File: src/rtl/sdr_pkg.sv
// ----------------------------------------------------------------------------
// sdr_pkg: shared types and constants for the duplicate remover
// Command and status groups between controller and datapath, field widths.
// ----------------------------------------------------------------------------
package sdr_pkg;

  // Default number of distinct values held per array
  localparam int unsigned TableDepthDef = 128;

  // Fixed field widths
  localparam int unsigned ValueW = 32;
  localparam int unsigned KeptW  = 8;

  // Controller to datapath
  typedef struct packed {
    logic start;   // latch a new item, rewind the scan
    logic scan;    // walk the table one entry a cycle
    logic decide;  // capture the keep decision
    logic keep;    // decision value: first occurrence
    logic emit;    // record and load the output register
  } cmd_t;

  // Datapath to controller
  typedef struct packed {
    logic hit;        // compared entry equals the item value
    logic exhausted;  // every recorded entry has been read
    logic out_free;   // output register can take a result
  } status_t;

endpackage

File: src/rtl/sdr_ctrl.sv
// ----------------------------------------------------------------------------
// sdr_ctrl: sequencing state machine
// Accepts an item, steers the table walk, then hands the result out.
// ----------------------------------------------------------------------------
module sdr_ctrl (
  input  logic             clk_i,
  input  logic             rst_ni,
  input  logic             in_valid_i,
  output logic             in_ready_o,
  input  sdr_pkg::status_t status_i,
  output sdr_pkg::cmd_t    cmd_o
);

  localparam logic [1:0] StIdle = 2'd0;
  localparam logic [1:0] StScan = 2'd1;
  localparam logic [1:0] StEmit = 2'd2;

  logic [1:0] state_q, state_d;

  // Next state and commands
  always_comb begin
    state_d    = state_q;
    cmd_o      = '0;
    in_ready_o = 1'b0;
    case (state_q)
      StIdle: begin
        in_ready_o = 1'b1;
        if (in_valid_i) begin
          cmd_o.start = 1'b1;
          state_d     = StScan;
        end
      end
      StScan: begin
        cmd_o.scan = 1'b1;
        if (status_i.hit) begin
          cmd_o.decide = 1'b1;
          cmd_o.keep   = 1'b0;
          state_d      = StEmit;
        end else if (status_i.exhausted) begin
          cmd_o.decide = 1'b1;
          cmd_o.keep   = 1'b1;
          state_d      = StEmit;
        end
      end
      StEmit: begin
        if (status_i.out_free) begin
          cmd_o.emit = 1'b1;
          state_d    = StIdle;
        end
      end
      default: begin
        state_d = StIdle;
      end
    endcase
  end

  // State register
  always_ff @(posedge clk_i or negedge rst_ni) begin
    if (!rst_ni) begin
      state_q <= StIdle;
    end else begin
      state_q <= state_d;
    end
  end

endmodule

File: config.mk
export PLATFORM = sky130hd
export DESIGN_NAME = sdr_ctrl
export DESIGN_NICKNAME = d
export VERILOG_FILES = /design/src/rtl/sdr_pkg.sv /design/src/rtl/sdr_ctrl.sv
export SDC_FILE = /design/constraint.sdc
export NUM_CORES = 1
export LEC_CHECK = 0
export BUFFER_PORTS_ARGS = -buffer_cell sky130_fd_sc_hd__buf_2
export CAP_MARGIN = 15
export CORE_AREA = 2 2 39 41
export CTS_CLUSTER_SIZE = 24
export DETAILED_ROUTE_END_ITERATION = 8
export DIE_AREA = 0 0 41 43
export GPL_TIMING_DRIVEN = 0
export PLACE_DENSITY_LB_ADDON = 0.15
export SYNTH_ARGS = -nofsm -noshare
export SYNTH_HDL_FRONTEND = slang
export SYNTH_SLANG_ARGS = --single-unit
File: constraint.sdc
create_clock -name clk_i -period 1.04 [get_ports clk_i]
set_input_delay 0.208 -clock clk_i [delete_from_list [all_inputs] [get_ports clk_i]]
set_output_delay 0.208 -clock clk_i [all_outputs]
set_load 0.005 [all_outputs]
# Word-level counts from Yosys, hierarchy flattened
# Cells that the tools add are included.
[word_totals]
register_bits = 2
in_bits = 6
out_inout_bits = 6
word_cells = 21
[op_classes]
eq_ne = 5
mux = 13
n_reduce_logical = 2
[op_table]
columns = ["cell", "count"]
rows = [
  ["two-way mux 2 bit", 6],
  ["case mux 2 bit (3 select lines)", 1],
  ["two-way mux 1 bit", 5],
  ["inequality test 2 bit (second input constant)", 2],
  ["two-way mux 3 bit", 1],
  ["inequality test 3 bit (second input constant)", 1],
  ["AND reduction 3 bit", 1],
  ["equality test 2 x 1 -> 1 bit (second input constant)", 1],
  ["equality test 2 bit (second input constant)", 1],
  ["logical NOT 2 bit", 1],
]

# Longest topological paths before layout
[depth]
word_depth = 3
ltp_mapped = 2
ltp_nobuf = 2

# Worst setup path after synthesis
# Ideal clock, no wire load.
[synth_timing]
path_type = "flip-flop to output port"
startpoint = "register state_q[1]"
endpoint = "output cmd_o[1] (netlist name)"
arrival_time_ns = 0.742
t_required_ns = 0.832
slack_ns = 0.090
path_stages_with_launch = 3
n_path_buf = 0
cell_sequence = "dfrtp_1 > nand2b_4 > nor3b_2"
[synth_lines]
columns = ["element", "line", "text"]
rows = [
  ["from (decl)", "sdr_ctrl.sv:18", "logic [1:0] state_q, state_d;"],
  ["from (signal assigned)", "sdr_ctrl.sv:60", "state_q <= StIdle;"],
  ["from (signal assigned)", "sdr_ctrl.sv:62", "state_q <= state_d;"],
  ["to (decl)", "sdr_ctrl.sv:11", "output sdr_pkg::cmd_t cmd_o"],
]

==> summary.md <==
| Metric | Value |
|---|---|
| Final number of max-transition violations | 0 |
| Overall fraction of global-route tracks in use | 0.05723 |
| Total inserted antenna cells | 0 |
| Startpoint types | flop |
| Hold violation total from the final report | 0 |
| Top cell type's share of synthesized area | 0.3670 |
| Time the final worst path needs with I/O delays and setup | 1.260 ns |
| Predominant post-synthesis flop cell | sky130_fd_sc_hd__dfrtp_1 |
| Mean instance size in the synthesized netlist | ~9.1 µm² |
| Effective utilization at floorplan | 0.09855 |
| Leakage power | roughly 0.15 nW |
| Highest ir drop seen on vdd | between 0.8 and 0.9 mV |
| Synth Area in Simple Gates | 0.4404 |
| Violated checks | negative setup slack |
| Residual DRC | 0 |
| Worst slack, placed | -0.04808 ns |
| Global-route wire length before repair | about 600 µm |
| Initial antenna violation count | 0 |
| Share of the synthesized netlist area taken by xor and xnor gates | 0 |
| Number of vias per cell after detailed routing | approximately 3.6 |
| Detailed Routing Iterations Pass 1 | 2 |
| Measured slew at the worst slew-check pin | between 0.2 and 0.25 ns |
| Largest area contributor in the synthesized netlist | sky130_fd_sc_hd__dfrtp_1 |
| Power Dens Cells | ~2500 nW/µm² |
| Placed Instance Area | 211.5 µm² |
| Post-synthesis cell count | 15 |
| Largest family of logic cells by synthesized area | simple AND/OR/NAND/NOR gates |
| Maximum buffer depth of the clock tree | 2 |
| Top Registers | state_q (2) |
| Arrival time at the worst endpoint | 1.05 ns |
| Yosys Warn Count | 0 |
| Hold Path Class | in2reg |
| Top cells by count, synth | sky130_fd_sc_hd__nor2_1, sky130_fd_sc_hd__inv_1, sky130_fd_sc_hd__dfrtp_1, sky130_fd_sc_hd__nor3b_2 |
| Origin of the critical flop-to-flop path | state_q[1] |
| Die Area | ~1800 µm² |
| Register with the most flip-flops | state_q |
| Flip-flop count of the largest register, all copies and words added | 2 |
| Number of clock sinks | 2 |
| Seq/Total Area, Yosys | 0.3670 |
| Number of buffers created by CTS | 3 |
| Die H | roughly 43 µm |
| Setup WS post-layout | -0.2201 ns |
| Core utilization of the finished layout | 0.2071 |
| Mean routed wirelength per cell | a little under 9 µm |
| Number of cell rows | 14 |
| Adder-Cell Fraction of Synth Area | 0 |
| Complex-gate fraction of the synthesized area | 0.1101 |
| ANT nets after route | 0 |
| Clock Skews | roughly 0.0013 ns |
| Area Growth Syn to Fin | 110.1% |
| DRC violation total after the first TritonRoute iteration | 1 |
| Worst min-delay path startpoint | status_i[0] |
| Synth unique cells | 8 |
| CTS tree | done |
| Share of flip-flops with an asynchronous set or reset | 1.000 |
| I/O pin total | 12 |
| Clock Latency Late Sink | 0.22 ns |
| Number of synthesized flops with an enable pin | 0 |
| Minimum hold slack | roughly 0.2 ns |
| Final setup vio count | 6 |
| Max Fclk | 793.6 MHz |
| Port buffer count | 11 |
| Cell types occupying the most area after synthesis | sky130_fd_sc_hd__dfrtp_1, sky130_fd_sc_hd__nor3b_2, sky130_fd_sc_hd__nor2_1, sky130_fd_sc_hd__nand2b_4, sky130_fd_sc_hd__inv_1 |
| Vias in the first global route | around 170 |
| Setup tns final | -1.046 ns |
| Syn Std Cell Area | between 100 and 150 µm² |
| Filler-free cell count of the finished design | 49 |
| Die outline width | around 41 µm |
| Total core area | around 1400 µm² |
| WS Path Type | reg2out |
| Fraction of layout instances using a drive strength above 1 | 0.6970 |
| Count of filler cells inserted in the layout | approximately 160 |
| Post-CTS clock slew at the launch and capture registers of the worst setup and hold paths | 0.03 ns |
| Total routed wirelength | about 430 µm |
| Worst slew margin relative to its limit | 0.8654 |
| Largest fanout of any net on the critical path | 5 |
| Depth of the CTS H-tree | 1 |
| Maximum Capacitance Violations | 0 |
| Total power consumption of the routed design | just over 0.7 mW |
| Via count | 174 |
| Cell area after layout | ~290 µm² |
| Capturing element type of the critical path | output port |
| Root buffer cell | sky130_fd_sc_hd__clkbuf_4 |
| Final RePlAce weighted congestion | 0.5468 |
| Number of nets in the final layout | 41 |
| Unrepaired setup endpoints after global routing | yes |
| Result of the run | finished, violations left |
| Congestion Overflow GR | 0 |
| Number of nets produced by synthesis | 21 |
| Placed cell count | 42 |
| Yosys reg bits | 2 |
| Required time at the worst-slack endpoint | between 0.8 and 0.9 ns |
| Post-route clock period utilization | 1.212 |
| Most frequent cell after synthesis | sky130_fd_sc_hd__nor2_1 |
| Mux cell area share after synthesis | 0 |
| Largest net degree at the start of global routing | 6 |
| Crit. Startpoint | state_q[0] |
-- routing by layer --
layer	vias to the layer above	wire [µm]	global-route usage
met3	0	65	0.03141
met1	77	193	0.04823
li1	85	-	-
met4	0	0	0.06000
met2	12	168	0.08438
met5	-	0	0
-- cell usage in the layout (no fill, tap or decap) --
| master | netlist | layout |
|---|---|---|
| sky130_fd_sc_hd__nor2_1 | 4 | 3 |
| sky130_fd_sc_hd__a31o_1 | 1 | 1 |
| sky130_fd_sc_hd__buf_2 | 0 | 10 |
| sky130_fd_sc_hd__o22ai_1 | 1 | 1 |
| sky130_fd_sc_hd__clkbuf_4 | 0 | 3 |
| sky130_fd_sc_hd__dlygate4sd3_1 | 0 | 1 |
| sky130_fd_sc_hd__inv_2 | 0 | 1 |
| sky130_fd_sc_hd__inv_1 | 3 | 2 |
| sky130_fd_sc_hd__dfrtp_1 | 2 | 1 |
| sky130_fd_sc_hd__dfrtp_2 | 0 | 1 |
| sky130_fd_sc_hd__nand2b_4 | 1 | 1 |
| sky130_fd_sc_hd__buf_4 | 0 | 2 |
| sky130_fd_sc_hd__nor3b_4 | 0 | 1 |
| sky130_fd_sc_hd__nor2_2 | 0 | 1 |
| sky130_fd_sc_hd__nor3b_2 | 2 | 1 |
| sky130_fd_sc_hd__buf_6 | 0 | 2 |
| sky130_fd_sc_hd__nand2b_1 | 1 | 1 |
-- final cells by class --
| cell class | count | area [µm²] | share of cell area |
|---|---|---|---|
| Inverter | 3 | 11.26 | 0.03930 |
| Timing Repair Buffer | 15 | 97.59 | 0.3406 |
| Multi-Input combinational cell | 10 | 83.83 | 0.2926 |
| Clock buffer | 3 | 22.52 | 0.07860 |
| Sequential cell | 2 | 51.30 | 0.1790 |
| Tap cell | 16 | 20.02 | 0.06987 |
-- cells by family after synthesis --
logic type | after synthesis
AOI/OAI and AO/OA | 2
buffers and inverters | 3
DFF | 2
and+or+nand+nor | 8
-- report_power, final --
group	internal (mW)	total [mW]	switching [mW]
Sequential	0.113	0.163	0.0498
Clock	0.127	0.170	0.0426
Combinational	0.227	0.375	0.148
Total	0.468	0.708	0.240
-- worst max-delay path, cell delays in order (launching register included) --
cell                       delay, ns
sky130_fd_sc_hd__dfrtp_2        0.45
sky130_fd_sc_hd__nand2b_1       0.18
sky130_fd_sc_hd__nor2_1         0.09
sky130_fd_sc_hd__buf_2          0.12
-- timing repair --
| item | 4_1_cts | 5_1_grt |
|---|---|---|
| pin swaps | 2 | 1 |
| hold buffers | 1 | 0 |
| endpoints found under the hold margin | 2 | 0 |
| cloned | 0 | 0 |
| buffers inserted | 4 | 1 |
| endpoints found under the setup margin | 6 | 7 |
| resized for setup | 5 | 3 |
-- path summary, 6_finish.rpt --
path / depth (start not counted) / slack, ns / end
max in group asynchronous: 2 / 0.63 / state_q[0]
max reg2reg: 4 / 0.07 / state_q[0]
min in group asynchronous: 2 / 0.30 / state_q[0]
max: 3 / -0.22 / cmd_o[0]
min: 2 / 0.20 / state_q[1]
min reg2reg: 1 / 0.63 / state_q[0]
No activity file was read; power rests on OpenSTA's default activity.
