[config.mk]
export PLATFORM = sky130hd
export DESIGN_NAME = sdr_dpath
export DESIGN_NICKNAME = d
export VERILOG_FILES = /design/src/rtl/sdr_pkg.sv /design/src/rtl/sdr_dpath.sv
export SDC_FILE = /design/constraint.sdc
export NUM_CORES = 2
export LEC_CHECK = 0
export ABC_AREA = 1
export BUFFER_PORTS_ARGS = -buffer_cell sky130_fd_sc_hd__buf_2
export CAP_MARGIN = 25
export CORE_MARGIN = 5
export CORE_UTILIZATION = 37
export CTS_BUF_LIST = sky130_fd_sc_hd__clkbuf_2
export CTS_CLUSTER_SIZE = 20
export DETAILED_ROUTE_END_ITERATION = 12
export HOLD_SLACK_MARGIN = 0.05
export PLACE_DENSITY = 0.5
export SYNTH_ARGS = -nofsm -noshare
export SYNTH_HDL_FRONTEND = slang
export SYNTH_SLANG_ARGS = --single-unit
export TNS_END_PERCENT = 30
[constraint.sdc]
create_clock -name clk_i -period 6.5 [get_ports clk_i]
set_input_delay 0.65 -clock clk_i [delete_from_list [all_inputs] [get_ports clk_i]]
set_output_delay 0.65 -clock clk_i [all_outputs]
set_load 0.005 [all_outputs]
[src/rtl/sdr_pkg.sv]
// ----------------------------------------------------------------------------
// sdr_pkg: shared types and constants for the duplicate remover
// Command and status groups between controller and datapath, field widths.
// ----------------------------------------------------------------------------
package sdr_pkg;

  // Default number of distinct values held per array
  localparam int unsigned TableDepthDef = 128;

  // Fixed field widths
  localparam int unsigned ValueW = 32;
  localparam int unsigned KeptW  = 8;

  // Controller to datapath
  typedef struct packed {
    logic start;   // latch a new item, rewind the scan
    logic scan;    // walk the table one entry a cycle
    logic decide;  // capture the keep decision
    logic keep;    // decision value: first occurrence
    logic emit;    // record and load the output register
  } cmd_t;

  // Datapath to controller
  typedef struct packed {
    logic hit;        // compared entry equals the item value
    logic exhausted;  // every recorded entry has been read
    logic out_free;   // output register can take a result
  } status_t;

endpackage

[src/rtl/sdr_dpath.sv]
// ----------------------------------------------------------------------------
// sdr_dpath: table memory, comparator, count and output register
// Walks recorded values through one read port and records first occurrences.
// ----------------------------------------------------------------------------
module sdr_dpath #(
  parameter int unsigned TableDepth = sdr_pkg::TableDepthDef
) (
  input  logic                       clk_i,
  input  logic                       rst_ni,
  input  sdr_pkg::cmd_t              cmd_i,
  output sdr_pkg::status_t           status_o,
  input  logic [sdr_pkg::ValueW-1:0] value_i,
  input  logic                       last_i,
  output logic                       out_valid_o,
  input  logic                       out_ready_i,
  output logic [sdr_pkg::ValueW-1:0] value_o,
  output logic                       keep_o,
  output logic                       last_o,
  output logic                       overflow_o,
  output logic [sdr_pkg::KeptW-1:0]  kept_count_o
);

  localparam int unsigned AddrW = $clog2(TableDepth);
  localparam int unsigned CntW  = $clog2(TableDepth + 1);
  localparam logic [CntW-1:0] CntFull = CntW'(TableDepth);

  logic [sdr_pkg::ValueW-1:0] mem_q [TableDepth];
  logic [sdr_pkg::ValueW-1:0] rdata_q;
  logic [sdr_pkg::ValueW-1:0] item_q;
  logic                       item_last_q;
  logic                       keep_q;
  logic [CntW-1:0]            idx_q, idx_d;
  logic [CntW-1:0]            count_q, count_d;
  logic                       cmp_vld_q, cmp_vld_d;
  logic                       rd_en;
  logic                       room;
  logic                       record;
  logic [CntW-1:0]            count_new;
  logic                       out_valid_q;
  logic [sdr_pkg::ValueW-1:0] out_value_q;
  logic                       out_keep_q;
  logic                       out_last_q;
  logic                       out_ovf_q;
  logic [sdr_pkg::KeptW-1:0]  out_kept_q;

  // Scan pointer and compare qualifier
  assign rd_en = cmd_i.scan && (idx_q < count_q);

  always_comb begin
    idx_d     = idx_q;
    cmp_vld_d = cmp_vld_q;
    if (cmd_i.start) begin
      idx_d     = '0;
      cmp_vld_d = 1'b0;
    end else if (cmd_i.scan) begin
      cmp_vld_d = rd_en;
      if (rd_en) begin
        idx_d = idx_q + CntW'(1);
      end
    end
  end

  // Record decision and next count
  assign room      = (count_q != CntFull);
  assign record    = keep_q && room;
  assign count_new = record ? count_q + CntW'(1) : count_q;

  always_comb begin
    count_d = count_q;
    if (cmd_i.emit) begin
      count_d = item_last_q ? '0 : count_new;
    end
  end

  // Status towards the controller
  assign status_o.hit       = cmp_vld_q && (rdata_q == item_q);
  assign status_o.exhausted = (idx_q >= count_q);
  assign status_o.out_free  = !out_valid_q || out_ready_i;

  // Table memory: one write port, one registered read port
  always_ff @(posedge clk_i) begin
    if (cmd_i.emit && record) begin
      mem_q[count_q[AddrW-1:0]] <= item_q;
    end
    if (rd_en) begin
      rdata_q <= mem_q[idx_q[AddrW-1:0]];
    end
  end

  // Item and decision registers
  always_ff @(posedge clk_i) begin
    if (cmd_i.start) begin
      item_q      <= value_i;
      item_last_q <= last_i;
    end
    if (cmd_i.decide) begin
      keep_q <= cmd_i.keep;
    end
  end

  // Control registers
  always_ff @(posedge clk_i or negedge rst_ni) begin
    if (!rst_ni) begin
      idx_q     <= '0;
      cmp_vld_q <= 1'b0;
      count_q   <= '0;
    end else begin
      idx_q     <= idx_d;
      cmp_vld_q <= cmp_vld_d;
      count_q   <= count_d;
    end
  end

  // Output register: hold the result until taken
  always_ff @(posedge clk_i or negedge rst_ni) begin
    if (!rst_ni) begin
      out_valid_q <= 1'b0;
    end else if (cmd_i.emit) begin
      out_valid_q <= 1'b1;
    end else if (out_ready_i) begin
      out_valid_q <= 1'b0;
    end
  end

  always_ff @(posedge clk_i) begin
    if (cmd_i.emit) begin
      out_value_q <= item_q;
      out_keep_q  <= keep_q;
      out_last_q  <= item_last_q;
      out_ovf_q   <= keep_q && !room;
      out_kept_q  <= sdr_pkg::KeptW'(count_new);
    end
  end

  assign out_valid_o  = out_valid_q;
  assign value_o      = out_value_q;
  assign keep_o       = out_keep_q;
  assign last_o       = out_last_q;
  assign overflow_o   = out_ovf_q;
  assign kept_count_o = out_kept_q;

`ifndef ASSERT_OFF
  // A result never overwrites one still waiting
  a_emit_free: assert property (@(posedge clk_i) disable iff (!rst_ni)
    cmd_i.emit |-> (!out_valid_q || out_ready_i))
    else $error("result loaded while output register busy");

  // The walk never passes the recorded entries
  a_idx_bound: assert property (@(posedge clk_i) disable iff (!rst_ni)
    (count_q <= CntFull) && (!cmd_i.scan || (idx_q <= count_q)))
    else $error("scan pointer or count out of range");

  // The end of an array empties the table
  a_last_clear: assert property (@(posedge clk_i) disable iff (!rst_ni)
    (cmd_i.emit && item_last_q) |=> (count_q == '0))
    else $error("table not cleared after last item");

  // Overflow only with a full table
  a_ovf_full: assert property (@(posedge clk_i) disable iff (!rst_ni)
    (cmd_i.emit && keep_q && !item_last_q && !room) |=> (count_q == CntFull))
    else $error("overflow reported with room in the table");
`endif

endmodule

# Word-level counts from Yosys, hierarchy flattened
# Memories as Yosys holds them, arrays and structs flattened. A register that Yosys moved wholly into a read port is not among the register bits.
# Index checks and enable logic that the tools add are counted.
[classes] reduce_logical=12 magnitude_cmp=2 n_addsub=2 mux=11 n_eq_ne=2
[ops] operator="$mux 8" n=5
[ops] operator="$eq 32x32->1" n=1
[ops] operator="$add 8x1->8 const B" n=2
[ops] operator="$ge 8x8->1" n=1
[ops] operator="$lt 8x8->1" n=1
[ops] operator="$ne 8x8->1 const B" n=1
[ops] operator="$mux 1" n=6
[ops] operator="$reduce_bool 2->1" n=3
[ops] operator="$logic_and 1x1->1" n=5
[ops] operator="$logic_not 1->1" n=2
[ops] operator="$reduce_and 2->1" n=1
[ops] operator="$logic_or 1x1->1" n=1
[totals] wordCells=42 reg_bits=95 in_bits=41 mem_bits_rw=4096 out_inout_bits=47 n_memories=1
[mem_list] memory="mem_q" depth=128 word_bits=32 rd=1 rd_ports_with_merged_regs=1 write_ports=1 line_no="sdr_dpath.sv:27" rtl="logic [sdr_pkg::ValueW-1:0] mem_q [TableDepth];"

# Depth between registers and ports, before layout
[logic_depth] depth_word=5 mapped_depth=14

# Worst setup path after synthesis
# Ideal clock, no wire load.
[synth_timing] path_type="register to register" startpoint="register count_q[0]" endpoint="memory mem_q[127][0] (netlist bit), enable pin" setup_slack_ps=1466 period_less_slack_ps=5034 setup_time_ps=501 stages_incl_launch_ff=10 t_arrival_ps=4532 n_path_buf=0 path_cell_list="dfrtp_1 > clkinv_1 > ha_1 > nand2_1 > nor2_1 > nand3_2 > nand2_1 > inv_1 > nand4_1 > nor4_1"
[synth_via] elab_chain_cells=5
[synth_rtl] item="from (decl)" line_no="sdr_dpath.sv:33" rtl="logic [CntW-1:0] count_q, count_d;"
[synth_rtl] item="from (signal assigned)" line_no="sdr_dpath.sv:110" rtl="count_q <= count_d;"
[synth_rtl] item="$ne 8x8->1" line_no="sdr_dpath.sv:64" rtl="assign room = (count_q != CntFull);"
[synth_rtl] item="$logic_and 1x1->1" line_no="sdr_dpath.sv:65" rtl="assign record = keep_q && room;"
[synth_rtl] item="$logic_and 1x1->1" line_no="sdr_dpath.sv:82" rtl="if (cmd_i.emit && record) begin"
[synth_rtl] item="$mux 1" line_no="sdr_dpath.sv:82"
[synth_rtl] item="$mux 1 (not written as such)" line_no="sdr_dpath.sv:83" rtl="mem_q[count_q[AddrW-1:0]] <= item_q;"
[synth_rtl] item="to (decl)" line_no="sdr_dpath.sv:27"
# Several ways; a longest one is shown, not always the timed one.

==> metrics <==
yosys warns=0; Net Switching=0.01978 W; layout cells sized above 1=0.1534; Synth area leaders=edfxtp_1, nand3_1, nand2_1; count of cell types in the netlist=31; WP data arrival=approximately 5.4 ns; Worst-path clk slew=0.12 ns; grt met2 use=0.3635; commonest non-fill, non-tap cell in the layout=edfxtp_1; total CTS buffers=between 1000 and 1500; Syn Std Cell Area=around 170000 sq um; CTS tree=done; maximum root-to-sink buffer count=5; Die Span Y=683.9 um; area of the core=~450000 sq um; Placed Cells=about 19000; max_cap viols=0; Final Wtd Congestion=around 0.83; leading area contributor after synthesis=edfxtp_1; initial antenna violation count=37; via count=between 100k and 150k; Initial DRC Count=13450; combinational fraction of design power=0.190; Die Wd=around 700 um; die area=around 470000 sq um; Detail Placement HPWL=around 300000 um; syn_nets=~14000; DR WL/cell=roughly 27 um; met1 usage=0.3285; fin crit period=around 6 ns; peak supply drop=between 0.2 and 0.25 mV; # nets final=14620; Routed Wire Length=approximately 570000 um; Sw Ratio=0.3278; CTS Sinks=around 4200; CTS Root Cell=clkbuf_2; first-pass GRT wire length=802600 um; worst skew pair latency=between 2 and 2.5 ns; CP Launch Type=flip-flop; Pre-Repair DR Iteration Count=6; Via-to-Cell Ratio=about 5.4; buffers added on ports=87; Max Clk Rate=about 170 MHz; area delta synth->final=12.50%; Yosys top cell area share=0.7515; RSZ-0062 raised after global routing=no; flop and latch count out of synthesis=4223; sequential element share of the synthesized area=0.7542; clock skew=approximately 0.32 ns; Avg Cell Area, Syn=~12 sq um; Syn Inst Count=about 14000; antenna viol nets, final=0; Slew @ Worst Pin=between 1 and 1.5 ns; Sequential Power Share=0.507; All-Layer GR Usage=0.2365; DP Worst Slack=about 1.5 ns; Crit path required time=just under 6 ns; crit end category=output pin; Final WS setup=roughly 0.49 ns; outcome=complete, no violations; global route overflow=0; vias in the first global route=between 100k and 150k; Final Max Slew Viols=0; Finished Layout Cells=~21000; Pleak=around 67 nW; share of power burned in the clock network=0.303; setup_tns=0 ns; Top-Level Pins=between 80 and 90; Worst Path Max Fanout=a little over 90; Core Util, Final=0.4178; Int Pwr=between 0.04 and 0.05 W; H-tree depth=7; most frequent cells in the layout=edfxtp_1, nand2_1, nand3_1; grt met3 use=0.04826; DRC errors left=0; Hold WC Path Type=input port to flip-flop; setup violators final=0; largest net degree at the start of global routing=~180; P per Cell Area=319.2 nW/um^2; gr busiest metal=met2; Final Hold Vio Count=0; standard-cell row count=roughly 250; Crit Path Class=flip-flop to output pin; Initial Util=0.3714; Rel. slew slack=0.2115; Period Utilization, post-route=0.9247
registers in the layout, summed over array words and instances (netlist names):
register,count
idx_q,8
mem_q,4096
value_o,32
out_valid_o,1
kept_count_o,8
overflow_o,1
item_q,32
rdata_q,32
item_last_q,1
keep_q,1
keep_o,1
cmp_vld_q,1
last_o,1
count_q,8
worst paths after layout:
check / from / endpoint / slack, ns / cells after the start
max in group asynchronous: rst_ni / count_q[2]$_DFFE_PN0P_ / 5.65 / 6
min reg2reg: item_last_q$_DFFE_PP_ / last_o$_DFFE_PP_ / 0.46 / 0
max: idx_q[0]$_DFFE_PN0P_ / status_o[1] / 0.49 / 6
max reg2reg: idx_q[1]$_DFFE_PN0P_ / rdata_q[17]$_DFFE_PP_ / 1.62 / 9
min in group asynchronous: rst_ni / cmp_vld_q$_DFFE_PN0P_ / 0.54 / 6
min: value_i[26] / item_q[26]$_DFFE_PP_ / 0.40 / 4
per-layer routing:
| layer | up-vias | routed length (um) |
|---|---|---|
| li1 | 51470 | - |
| met1 | 57220 | 239300 |
| met2 | 5045 | 260000 |
| met3 | 914 | 46690 |
| met4 | 12 | 19530 |
| met5 | - | 85 |
worst max-delay path, stage by stage, from the launching register on:
cell and delay [ns]:
dfrtp_4 0.77, inv_12 0.67, buf_12 0.42, ha_1 0.22, nand3_1 0.07, o211ai_1 0.58
buf_2 0.23
layout make-up:
| class | count | area [sq um] |
|---|---|---|
| clock buffer | 1679 | 8403 |
| clock inverter | 170 | 1091 |
| antenna | 52 | 130.1 |
| sequential | 4223 | 126700 |
| timing repair buffer | 604 | 6616 |
| tap | 5976 | 7477 |
| multi-input combinational | 8502 | 38280 |
| fill | 43080 | 263400 |
| inverter | 61 | 271.5 |
synth_stat cells (all sizes together):
master / n
edfxtp: 4205
nor4: 3
o21ai: 27
o22ai: 12
a211oi: 2
a21oi: 4
o211ai: 1
nand2: 4204
ha: 11
nor2: 157
nand4: 12
o2111ai: 1
xor2: 9
nand3: 4041
a22o: 4
clkinv: 3
a221oi: 2
nor3: 4
dfrtp: 18
clkbuf: 523
buf: 386
o21a: 1
xnor2: 2
or2: 5
inv: 58
through the flow:
step           instance area, sq um  hold slack [ns]  power (W)
3_5_place_dp                 177600           0.4585    0.04257
5_1_grt                      189000           0.2542    0.06331
4_1_cts                      188800          0.06846    0.06084
6_report                     189000           0.4022    0.06034
3_3_place_gp                 176300           0.4526    0.04255
2_1_floorplan                168000           0.3544    0.03789
power groups by stage:
stage / Clock, W / Sequential [W] / Combinational (W)
after floorplan: 0 / 0.0314 / 0.00654
after global placement: 0 / 0.0312 / 0.0113
after detailed placement: 0 / 0.0312 / 0.0114
after CTS: 0.0188 / 0.0306 / 0.0115
after global routing: 0.0203 / 0.0306 / 0.0125
final: 0.0183 / 0.0306 / 0.0115
repair_timing:
item,CTS,global route
endpoints found under the hold margin,2732,0
endpoints found under the setup margin,1,0
hold buffers,160,0
resized for setup,1,0
buffers inserted,2,0
logic make-up (layout without fill, tap and decap cells):
family / count (synthesis) / after routing / share of synthesized area
AO/OA/AOI/OAI: 54 / 54 / 0.001914
buffers and inverters: 970 / 2514 / 0.02373
adder cells (fa/ha/maj): 11 / 11 / 0.0008191
XOR/XNOR: 11 / 11 / 0.0005735
AND/OR/NAND/NOR: 8426 / 8426 / 0.2187
other: 0 / 52 / 0
flip-flops: 4223 / 4223 / 0.7542
Note: power is estimated with default switching activity, not from simulation.
